==> config.mk <==
export PLATFORM = sky130hd
export DESIGN_NAME = bilinear_quad_warp_address_core
export DESIGN_NICKNAME = d
export VERILOG_FILES = /design/src/design/bqw_pkg.sv /design/src/design/bilinear_quad_warp_address_core.sv /design/src/design/bqw_blend.sv
export VERILOG_INCLUDE_DIRS = /design/src /design/src/design
export SDC_FILE = /design/constraint.sdc
export NUM_CORES = 2
export LEC_CHECK = 0
export BUFFER_PORTS_ARGS = -buffer_cell sky130_fd_sc_hd__buf_2
export CAP_MARGIN = 20
export CELL_PAD_IN_SITES_DETAIL_PLACEMENT = 1
export CELL_PAD_IN_SITES_GLOBAL_PLACEMENT = 2
export CORE_MARGIN = 5
export CORE_UTILIZATION = 38
export DETAILED_ROUTE_END_ITERATION = 10
export GPL_ROUTABILITY_DRIVEN = 0
export GPL_TIMING_DRIVEN = 0
export HOLD_SLACK_MARGIN = 0.05
export PLACE_DENSITY = 0.88
export SLEW_MARGIN = 20
export SYNTH_ARGS = -nofsm -noshare
export SYNTH_HDL_FRONTEND = slang
export SYNTH_HIERARCHICAL = 1
export SYNTH_SLANG_ARGS = --single-unit
==> constraint.sdc <==
create_clock -name i_clk -period 7.2 [get_ports i_clk]
set_input_delay 1.08 -clock i_clk [delete_from_list [all_inputs] [get_ports i_clk]]
set_output_delay 1.08 -clock i_clk [all_outputs]
set_load 0.02 [all_outputs]
==> src/design/assert_macros.svh <==
// ----------------------------------------------------------------------------
// Assertion macros
// Shared concurrent assertion forms, clocked on i_clk, off while in reset.
// ----------------------------------------------------------------------------
`ifndef ASSERT_MACROS_SVH
`define ASSERT_MACROS_SVH

// same-cycle implication
`define BQW_ASSERT_IMP(lbl, ante, cons, msg) \
    lbl: assert property (@(posedge i_clk) disable iff (!i_rst_n) (ante) |-> (cons)) \
        else $error(msg);

// implication after a fixed number of cycles
`define BQW_ASSERT_LAT(lbl, ante, n, cons, msg) \
    lbl: assert property (@(posedge i_clk) disable iff (!i_rst_n) (ante) |-> ##n (cons)) \
        else $error(msg);

`endif

==> src/design/bqw_pkg.sv <==
// ----------------------------------------------------------------------------
// bqw_pkg
// Fixed field widths and register indexes of the quad warp address core.
// ----------------------------------------------------------------------------
package bqw_pkg;

    localparam int IN_W       = 5;   // out_col / out_row
    localparam int CORNER_W   = 24;  // corner register
    localparam int WIDTH_W    = 13;  // source_width register
    localparam int SRC_ADDR_W = 24;
    localparam int DEST_W     = 10;
    localparam int CFG_IDX_W  = 3;
    localparam int CFG_DATA_W = 24;

    typedef enum logic [CFG_IDX_W-1:0] {
        CFG_TOP_LEFT     = 3'd0,
        CFG_TOP_RIGHT    = 3'd1,
        CFG_BOTTOM_LEFT  = 3'd2,
        CFG_BOTTOM_RIGHT = 3'd3,
        CFG_SRC_WIDTH    = 3'd4
    } t_cfg_idx;

endpackage

==> src/design/bilinear_quad_warp_address_core.sv <==
// ----------------------------------------------------------------------------
// bilinear_quad_warp_address_core
// Destination tile pixel to source image address, bilinear quad mapping.
// ----------------------------------------------------------------------------
// Usage:
//   Input channel: an item (i_out_col, i_out_row) is taken at a rising edge
//   with start high and busy low. busy is only high while i_rst_n is low;
//   otherwise one item can enter every clock.
//   Output channel: o_valid strobes for one cycle with o_src_address,
//   o_dest_address and o_column_overflow. The receiver cannot stall; the
//   pipeline never holds, so results leave in input order.
//   Pipeline: an accepted item moves through r_vld_s1, r_vld_s2, r_vld_s3
//   and then o_valid, whose strobe carries the item's result.
//   Throughput: 1 item per clock; no stage ever holds. Four register stages
//   (edge blend, cross blend, row multiply, address add), each at most one
//   multiplier deep.
//   Config port: i_cfg_we / i_cfg_idx / i_cfg_data, one register per edge;
//   the user must write only while no item is in flight, as the block does
//   not enforce it. Indexes past the list are ignored.
//   Reset (synchronous, active low): corners go to 0, source width to 1,
//   and all in-flight valid bits clear. No memories, no clearing pass.
// ----------------------------------------------------------------------------
`include "assert_macros.svh"

module bilinear_quad_warp_address_core #(
    parameter int TILE_SIZE  = 32,   // power of two, 2..1024
    parameter int COORD_BITS = 12    // 4..16
) (
    input  logic                              i_clk,
    input  logic                              i_rst_n,
    // item in
    input  logic                              start,
    output logic                              busy,
    input  logic [bqw_pkg::IN_W-1:0]          i_out_col,
    input  logic [bqw_pkg::IN_W-1:0]          i_out_row,
    // result out
    output logic                              o_valid,
    output logic [bqw_pkg::SRC_ADDR_W-1:0]    o_src_address,
    output logic [bqw_pkg::DEST_W-1:0]        o_dest_address,
    output logic                              o_column_overflow,
    // config
    input  logic                              i_cfg_we,
    input  logic [bqw_pkg::CFG_IDX_W-1:0]     i_cfg_idx,
    input  logic [bqw_pkg::CFG_DATA_W-1:0]    i_cfg_data
);

    localparam int LOG_T = $clog2(TILE_SIZE);
    localparam int EXT_W = 2 * COORD_BITS;                 // x and y of a corner
    localparam int PROD_W = COORD_BITS + bqw_pkg::WIDTH_W; // row * width
    localparam int SUM_W  = PROD_W + 1;
    // coordinates are taken mod TILE_SIZE; no-op once the tile is 32 or more
    localparam logic [bqw_pkg::IN_W-1:0] IN_MASK =
        (TILE_SIZE >= 32) ? '1 : bqw_pkg::IN_W'(TILE_SIZE - 1);

    // ------------------------------------------------------------------
    // configuration registers
    // ------------------------------------------------------------------
    logic [bqw_pkg::CORNER_W-1:0] r_tl, r_tr, r_bl, r_br;
    logic [bqw_pkg::WIDTH_W-1:0]  r_src_width;

    always_ff @(posedge i_clk) begin
        if (!i_rst_n) begin
            r_tl        <= '0;
            r_tr        <= '0;
            r_bl        <= '0;
            r_br        <= '0;
            r_src_width <= bqw_pkg::WIDTH_W'(1);
        end else if (i_cfg_we) begin
            unique case (bqw_pkg::t_cfg_idx'(i_cfg_idx))
                bqw_pkg::CFG_TOP_LEFT:     r_tl <= i_cfg_data[bqw_pkg::CORNER_W-1:0];
                bqw_pkg::CFG_TOP_RIGHT:    r_tr <= i_cfg_data[bqw_pkg::CORNER_W-1:0];
                bqw_pkg::CFG_BOTTOM_LEFT:  r_bl <= i_cfg_data[bqw_pkg::CORNER_W-1:0];
                bqw_pkg::CFG_BOTTOM_RIGHT: r_br <= i_cfg_data[bqw_pkg::CORNER_W-1:0];
                bqw_pkg::CFG_SRC_WIDTH:    r_src_width <= i_cfg_data[bqw_pkg::WIDTH_W-1:0];
                default: ;
            endcase
        end
    end

    // corner split: x low, y above it; bits past the register read as zero
    logic [EXT_W-1:0] w_tl_e, w_tr_e, w_bl_e, w_br_e;
    assign w_tl_e = EXT_W'(r_tl);
    assign w_tr_e = EXT_W'(r_tr);
    assign w_bl_e = EXT_W'(r_bl);
    assign w_br_e = EXT_W'(r_br);

    // ------------------------------------------------------------------
    // input: never held off except in reset
    // ------------------------------------------------------------------
    logic                         w_accept;
    logic [bqw_pkg::IN_W-1:0]     w_col, w_row;
    logic [bqw_pkg::DEST_W-1:0]   w_dest;

    assign busy     = ~i_rst_n;
    assign w_accept = start & ~busy;
    assign w_col    = i_out_col & IN_MASK;
    assign w_row    = i_out_row & IN_MASK;
    // row*T + col; col < T so the OR is the add, wraps mod 1024
    assign w_dest   = (bqw_pkg::DEST_W'(w_row) << LOG_T) | bqw_pkg::DEST_W'(w_col);

    // ------------------------------------------------------------------
    // stages 1-2: blend per axis (edge lerp, then cross lerp)
    // ------------------------------------------------------------------
    logic [COORD_BITS-1:0] w_sx, w_sy;

    bqw_blend #(
        .TILE_SIZE  (TILE_SIZE),
        .COORD_BITS (COORD_BITS)
    ) u_blend_x (
        .i_clk   (i_clk),
        .i_tl    (w_tl_e[COORD_BITS-1:0]),
        .i_tr    (w_tr_e[COORD_BITS-1:0]),
        .i_bl    (w_bl_e[COORD_BITS-1:0]),
        .i_br    (w_br_e[COORD_BITS-1:0]),
        .i_col   (w_col),
        .i_row   (w_row),
        .o_coord (w_sx)
    );

    bqw_blend #(
        .TILE_SIZE  (TILE_SIZE),
        .COORD_BITS (COORD_BITS)
    ) u_blend_y (
        .i_clk   (i_clk),
        .i_tl    (w_tl_e[EXT_W-1:COORD_BITS]),
        .i_tr    (w_tr_e[EXT_W-1:COORD_BITS]),
        .i_bl    (w_bl_e[EXT_W-1:COORD_BITS]),
        .i_br    (w_br_e[EXT_W-1:COORD_BITS]),
        .i_col   (w_col),
        .i_row   (w_row),
        .o_coord (w_sy)
    );

    // valid and destination address ride alongside the blend and multiply stages
    logic                       r_vld_s1, r_vld_s2, r_vld_s3;
    logic [bqw_pkg::DEST_W-1:0] r_dest_s1, r_dest_s2, r_dest_s3;

    always_ff @(posedge i_clk) begin
        if (!i_rst_n) begin
            r_vld_s1 <= 1'b0;
            r_vld_s2 <= 1'b0;
            r_vld_s3 <= 1'b0;
        end else begin
            r_vld_s1 <= w_accept;
            r_vld_s2 <= r_vld_s1;
            r_vld_s3 <= r_vld_s2;
        end
    end

    always_ff @(posedge i_clk) begin
        r_dest_s1 <= w_dest;
        r_dest_s2 <= r_dest_s1;
        r_dest_s3 <= r_dest_s2;
    end

    // ------------------------------------------------------------------
    // stage 3: row * width, column range check
    // ------------------------------------------------------------------
    logic [PROD_W-1:0]     r_prod;
    logic [COORD_BITS-1:0] r_sx;
    logic                  r_over;

    always_ff @(posedge i_clk) begin
        r_prod <= PROD_W'(w_sy) * PROD_W'(r_src_width);
        r_sx   <= w_sx;
        // width zero makes every column overflow
        r_over <= (PROD_W'(w_sx) >= PROD_W'(r_src_width));
    end

    // ------------------------------------------------------------------
    // stage 4: address add, output register
    // ------------------------------------------------------------------
    logic [SUM_W-1:0]               w_sum;
    logic [bqw_pkg::SRC_ADDR_W-1:0] n_src_address;

    assign w_sum         = SUM_W'(r_prod) + SUM_W'(r_sx);
    assign n_src_address = r_over ? '0 : bqw_pkg::SRC_ADDR_W'(w_sum);

    always_ff @(posedge i_clk) begin
        if (!i_rst_n) begin
            o_valid <= 1'b0;
        end else begin
            o_valid <= r_vld_s3;
        end
    end

    always_ff @(posedge i_clk) begin
        o_src_address     <= n_src_address;
        o_dest_address    <= r_dest_s3;
        o_column_overflow <= r_over;
    end

    // ------------------------------------------------------------------
    // assertions
    // ------------------------------------------------------------------
    `BQW_ASSERT_LAT(a_item_out, w_accept, 4, o_valid, "accepted item lost")
    `BQW_ASSERT_LAT(a_no_phantom, !w_accept, 4, !o_valid, "result without item")
    `BQW_ASSERT_IMP(a_over_zero, o_valid & o_column_overflow, ~|o_src_address, "overflow address")
    `BQW_ASSERT_IMP(a_width_zero, o_valid & ~|r_src_width, o_column_overflow, "zero width")

endmodule

==> src/design/bqw_blend.sv <==
// ----------------------------------------------------------------------------
// bqw_blend
// Two-stage exact bilinear blend of one coordinate axis, floor of num / T^2.
// ----------------------------------------------------------------------------
module bqw_blend #(
    parameter int TILE_SIZE  = 32,
    parameter int COORD_BITS = 12
) (
    input  logic                        i_clk,
    input  logic [COORD_BITS-1:0]       i_tl,
    input  logic [COORD_BITS-1:0]       i_tr,
    input  logic [COORD_BITS-1:0]       i_bl,
    input  logic [COORD_BITS-1:0]       i_br,
    input  logic [bqw_pkg::IN_W-1:0]    i_col,   // already reduced mod TILE_SIZE
    input  logic [bqw_pkg::IN_W-1:0]    i_row,
    output logic [COORD_BITS-1:0]       o_coord
);

    localparam int LOG_T = $clog2(TILE_SIZE);
    localparam int TW    = LOG_T + 1;              // holds 0..TILE_SIZE
    localparam int EW    = COORD_BITS + TW;        // edge value, < 2^CB * T
    localparam int NW    = COORD_BITS + 2 * TW;    // blended numerator

    logic [TW-1:0] w_c, w_tc, w_r, w_tr;
    logic [EW-1:0] w_top, w_bot;
    logic [NW-1:0] w_num;

    logic [EW-1:0] r_top, r_bot;
    logic [TW-1:0] r_r, r_tr;

    assign w_c  = TW'(i_col);
    assign w_r  = TW'(i_row);
    assign w_tc = TW'(TILE_SIZE) - w_c;
    assign w_tr = TW'(TILE_SIZE) - w_r;

    // stage A: interpolate along top and bottom edges
    assign w_top = EW'(i_tl) * EW'(w_tc) + EW'(i_tr) * EW'(w_c);
    assign w_bot = EW'(i_bl) * EW'(w_tc) + EW'(i_br) * EW'(w_c);

    always_ff @(posedge i_clk) begin
        r_top <= w_top;
        r_bot <= w_bot;
        r_r   <= w_r;
        r_tr  <= w_tr;
    end

    // stage B: interpolate between edges, divide by T^2 as a shift
    assign w_num = NW'(r_top) * NW'(r_tr) + NW'(r_bot) * NW'(r_r);

    always_ff @(posedge i_clk) begin
        o_coord <= w_num[2*LOG_T +: COORD_BITS];
    end

endmodule

* Word level (Yosys, flattened, before mapping)
Cells that the tools add are included.
** Operators by class
- Add/sub/neg operators :: 9
- Multipliers :: 13
- Order comparisons :: 1
- Equal/unequal tests :: 4
- Bitwise gates (word level) :: 3
- Reductions and logical operators :: 6
** Operator list (number)
- adder 18 bit :: 4
- multiplier 12 x 6 -> 18 bit :: 4
- multiplier 12 x 5 -> 17 bit :: 4
- adder 22 bit :: 2
- multiplier 18 x 5 -> 22 bit :: 2
- multiplier 18 x 6 -> 22 bit :: 2
- adder 24 x 12 -> 24 bit :: 1
- multiplier 12 x 13 -> 24 bit :: 1
- greater-or-equal comparator 12 x 13 -> 1 bit :: 1
- subtractor 6 x 5 -> 6 bit, first input constant :: 2
- bitwise OR 10 x 5 -> 10 bit :: 1
- AND reduction 2 bit :: 5
- equality test 3 x 2 -> 1 bit, second input constant :: 2
- equality test 3 x 1 -> 1 bit, second input constant :: 1
- equality test 3 bit, second input constant :: 1
- logical NOT 3 bit :: 1
- AND 1 bit :: 1
- NOT 1 bit :: 1
** Storage, ports and cells
- Register bits :: 322
- Input bits :: 41

* Depth between registers and ports, before layout
- Depth in word-level cells :: 3
- Depth in mapped cells :: 24
- Depth with buffers taken out :: 21

* Hierarchy
The synthesis kept the hierarchy.
** Modules (own cells, without submodules)
- bqw_blend at u_blend_x :: times used 1, cells each 1630, area an instance 15085.7 µm², sequential area each 1161.1 µm²
- bqw_blend at u_blend_y :: times used 1, cells each 1628, area an instance 15005.6 µm², sequential area each 1161.1 µm²
- bilinear_quad_warp_address_core :: times used 1, cells each 1376, area an instance 12079.1 µm², sequential area each 4304.1 µm²

* Worst setup path before layout
No wires, ideal clock.
- Path kind :: input port to flip-flop
- Start point :: input port i_out_col[0] in the netlist's numbering
- End point :: register u_blend_y.r_bot[17]
- Library setup time :: 0.063 ns
- Arrival time :: 6.785 ns
- Required time :: 7.137 ns
- Setup slack :: 0.352 ns
- Stages :: 23
- Path buffers :: 3
- Cells stage by stage :: clkbuf_1 -> clkbuf_1 -> inv_1 -> ha_1 -> xnor2_1 -> clkbuf_1 -> nand2_1 -> fa_1 -> fa_1 -> inv_1 -> fa_1 -> fa_1 -> inv_1 -> fa_1 -> inv_1 -> ha_1 -> a21o_1 -> a21o_1 -> and2_4 -> a311oi_2 -> a21oi_2 -> or4_1 -> nand3_1
** Between the ends
- Cells in the longest elaborated chain, start to end :: 3
- Elaborated cells on any way between the ends :: 4
- Classes of those cells :: add/sub (2); mul (2)
** Ends and longest elaborated chain
- from (decl) :: RTL line bilinear_quad_warp_address_core.sv:34 : input logic [bqw_pkg::IN_W-1:0] i_out_col,
- subtractor 6 x 5 -> 6 bit :: RTL line bqw_blend.sv:33 : assign w_tc = TW'(TILE_SIZE) - w_c;
- multiplier 12 x 6 -> 18 bit :: RTL line bqw_blend.sv:38 : assign w_bot = EW'(i_bl) * EW'(w_tc) + EW'(i_br) * EW'(w_c);
- adder 18 bit * :: RTL line bqw_blend.sv:38
- net u_blend_y.w_bot[17] :: RTL line bqw_blend.sv:25 : logic [EW-1:0] w_top, w_bot;
- to (signal assigned) :: RTL line bqw_blend.sv:42 : r_bot <= w_bot;
- to (decl) :: RTL line bqw_blend.sv:28 : logic [EW-1:0] r_top, r_bot;
Mark *: on every way through the listed nets, which the timed path passes. The rest lies on a longest branch.
A chain may end at the register's enable or synchronous reset.

* Final worst setup path
- Start point :: input port i_out_col[2] in the netlist's numbering
- End point :: register u_blend_y.r_top[17]
** Between the ends
- Cells in the longest elaborated chain, start to end :: 3
- Elaborated cells on any way between the ends :: 4
- Classes of those cells :: add/sub (2); mul (2)
** Ends and longest elaborated chain
- subtractor 6 x 5 -> 6 bit :: RTL line bqw_blend.sv:33
- multiplier 12 x 6 -> 18 bit :: RTL line bqw_blend.sv:37 : assign w_top = EW'(i_tl) * EW'(w_tc) + EW'(i_tr) * EW'(w_c);
- adder 18 bit * :: RTL line bqw_blend.sv:37
- net u_blend_y.w_top[17] :: RTL line bqw_blend.sv:25
- to (signal assigned) :: RTL line bqw_blend.sv:41 : r_top <= w_top;
- to (decl) :: RTL line bqw_blend.sv:28
Marked as above.

==> flow_summary.json <==
{
  "cts_sinks": 331,
  "ys_async_sr_fraction_pct": 0,
  "clock_latency_ns": 0.63,
  "rsz0062_at_grt": "false",
  "port_buffers": 77,
  "holdWs_ns": 0.322,
  "die_area_um2": 118000,
  "synth_seq_cells": 331,
  "seq_area_frac_synth_pct": 15.7,
  "crit_slowest_cell": "or3_1",
  "synthAdderAreaFrac_pct": 47.7,
  "fmax_ghz": 0.143,
  "fill_cells": 13000,
  "synth_common_cells": "908 x inv_1, 796 x fa_1, 793 x nand2_1, 550 x and2_1, 334 x ha_1",
  "viasPerCell": 4.93,
  "slowest_delay_ns": 0.54,
  "synth_flop_cell": "dfxtp_1",
  "avgRoutedWirePerCell_um": 19.1,
  "synth_compound_area_share_pct": 6.15,
  "hpwl_um": 100000,
  "clk_pin_slew_ns": 0.06,
  "utilization_pct": 41.7,
  "synth-simple-area-share_pct": 18.4,
  "row_count": 122,
  "crit_top_cell": "fa_1",
  "status": "complete, no violations",
  "start_kind": "input pin",
  "cp.required_ns": 7.72,
  "avgSynthCellArea_um2": 9.10,
  "path_buf_inv": 6,
  "drt_pass1_iterations": 5,
  "yosys.area.top_type": "fa_1",
  "setup_viol": 0,
  "muxShareOfSynthArea_pct": 0.122,
  "slew_viol_final": 0,
  "synth.most_common_cell": "inv_1",
  "synthTopCellsByArea": "fa_1 38%, dfxtp_1 16%, ha_1 9.9%",
  "grt_pass1_vias": 34700,
  "critPathMaxFanout": 10,
  "fin_nets": 5932,
  "core_um2": 111000,
  "grt-ovfl-total": 0,
  "yosysWarningCount": 6,
  "cts_buffer_depth": 3,
  "cts_htree_levels": 2,
  "synthXorXnorAreaFrac_pct": 2.51,
  "initialDrtViolationCount": 1528,
  "path_class": "in -> reg",
  "maxCapViolCount": 0,
  "ant_nets": 0,
  "syn_nets": 5805,
  "tritoncts": "yes",
  "period_minus_slack_ns": 6.99,
  "syn_to_final_growth_pct": 9.36,
  "grt_usage_pct": 20.9,
  "antenna_found_initial": 10,
  "syn_area_um2": 42200,
  "ir_worst_vdd_uv": 168,
  "synth_cells": 4634,
  "cts_made_buffers": 42,
  "grt_pass1_wl_um": 194000,
  "hold_buffers": 0,
  "synthDistinctLibCells": 80,
  "p_leak_nw": 22.4,
  "initial_utilization_pct": 38.2,
  "critPathCaptureType": "flip-flop",
  "fin_crit_sh_pct": 97.1,
  "max_slew_margin_pct": 42.3,
  "worstPathArrival_ns": 7.51,
  "die_w_um": 343,
  "synth_top_family_by_area": "adder cells",
  "synth-edff-count": 0,
  "clk_root_buffer_cell": "clkbuf_16",
  "drc_errors": 0,
  "worstMarginPinSlew_ns": 0.865,
  "min_path_type": "reg -> reg",
  "vias": 31000,
  "finalWirelength_um": 120000,
  "grt_max_degree": 18,
  "hold_viol": 0,
  "critPathTopFamily": "adder cells",
  "path_cells": "buf_2, clkbuf_2, or3_1, xor2_4, clkbuf_2, nand2_1, fa_1, fa_1, inv_1, fa_1, fa_1, inv_1, fa_1, inv_1, ha_1, a21o_1, a21o_1, and2_1, a311oi_2, a21oi_1, or4_1, nand3_1",
  "finalClockSkew_ns": 0.0501,
  "die_y_um": 343,
  "drive_gt1_share_pct": 4.59,
  "yosysTopAreaCellShare_pct": 37.8,
  "num_io_pins": 78,
  "p_per_area_nw_per_um2": 157
}
## what timing repair did
action                                  4_1_cts  5_1_grt
resized for setup                            35       36
buffers inserted                              0        6
endpoints found under the setup margin       46       12
pin swaps                                     1        3
## area by class of cell
cell class                 count  area [µm²]  area share, %
timing repair buffer          83         439          0.952
buffer                       149         631           1.37
clock inverter                22         314          0.681
tap                         1488        1860           4.04
antenna                        2        5.00         0.0109
inverter                     909        3410           7.40
sequential                   331        6630           14.4
multi-input combinational   3245       31700           68.7
clock buffer                  55        1140           2.47
## state kept, by name (all words and copies together) (netlist names), 13 cells and up
register         cells
o_src_address       24
r_bl                24
r_br                24
r_prod              24
r_tl                24
r_tr                24
u_blend_x/r_bot     18
u_blend_x/r_top     18
u_blend_y/r_bot     18
u_blend_y/r_top     18
r_src_width         13
## cell usage in the layout, fill, tap and decap left out, drive strengths merged, types with 5 or more instances in the layout
| cell type | n |
|---|---|
| inv | 912 |
| fa | 796 |
| nand2 | 793 |
| and2 | 551 |
| ha | 334 |
| dfxtp | 331 |
| clkbuf | 196 |
| a21oi | 181 |
| buf | 91 |
| nor2 | 90 |
| xnor2 | 80 |
| o21ai | 61 |
| xor2 | 41 |
| o21a | 36 |
| nor3 | 28 |
| a21o | 24 |
| and3 | 21 |
| nor2b | 18 |
| nand3 | 17 |
| a211oi | 14 |
| or3 | 13 |
| o31ai | 12 |
| nand2b | 10 |
| a2111oi | 10 |
| clkinv | 9 |
| nand4 | 8 |
| o31a | 7 |
| nor4 | 7 |
| a31oi | 7 |
| or4 | 7 |
| nor3b | 7 |
| or2 | 6 |
| o211ai | 5 |
| o2111ai | 5 |
| bufinv | 5 |
| clkinvlp | 5 |
| a21boi | 5 |
| a221oi | 5 |
## routing by layer
| layer | wire length [µm] | GRT usage (%) | up-vias |
|---|---|---|---|
| met5 | 33 | 0 | - |
| met4 | 3010 | 5.00 | 6 |
| met3 | 4970 | 2.62 | 143 |
| met2 | 57200 | 35.2 | 574 |
| met1 | 55000 | 28.7 | 16100 |
| li1 | - | - | 14200 |
## per-stage QoR
step                setup WS [ns]  power [W]  area [µm²]  setup TNS (ns)  cells
floorplan                   0.352    0.00418       42200               0   4634
global placement            -1.72    0.00494       44400          -57.10   6199
detailed placement          -1.92    0.00506       44400          -62.30   6199
CTS                       -0.0165    0.00736       46000         -0.0165   6276
global route             0.000735    0.00782       46100               0   6282
finish                      0.210    0.00726       46100               0   6284
## path summary, 6_finish.rpt
check	start	slack (ns)	depth (start not counted)	endpoint
max	i_out_col[2]	0.21	22	u_blend_y/r_top[17]$_DFF_P_
min	r_dest_s1[2]$_DFF_P_	0.32	0	r_dest_s2[2]$_DFF_P_
max reg2reg	u_blend_y/r_tr[4]$_DFF_P_	0.86	19	u_blend_y/o_coord[11]$_DFF_P_
min reg2reg	r_dest_s1[2]$_DFF_P_	0.32	0	r_dest_s2[2]$_DFF_P_
## logic make-up (layout without fill, tap and decap cells)
| group | after synthesis | after routing |
|---|---|---|
| AO/OA/AOI/OAI | 401 | 401 |
| XOR/XNOR | 121 | 121 |
| adder cells (fa/ha/maj) | 1130 | 1130 |
| buffers and inverters | 1058 | 1218 |
| flip-flops | 331 | 331 |
| multiplexers | 5 | 5 |
| other | 0 | 2 |
| AND/OR/NAND/NOR | 1588 | 1588 |
## report_power, final
group,internal [W],switching (W)
Sequential,0.00206,0.000237
Clock,0.00132,0.000923
Combinational,0.00107,0.00165
(Power assumes the default switching activity.)
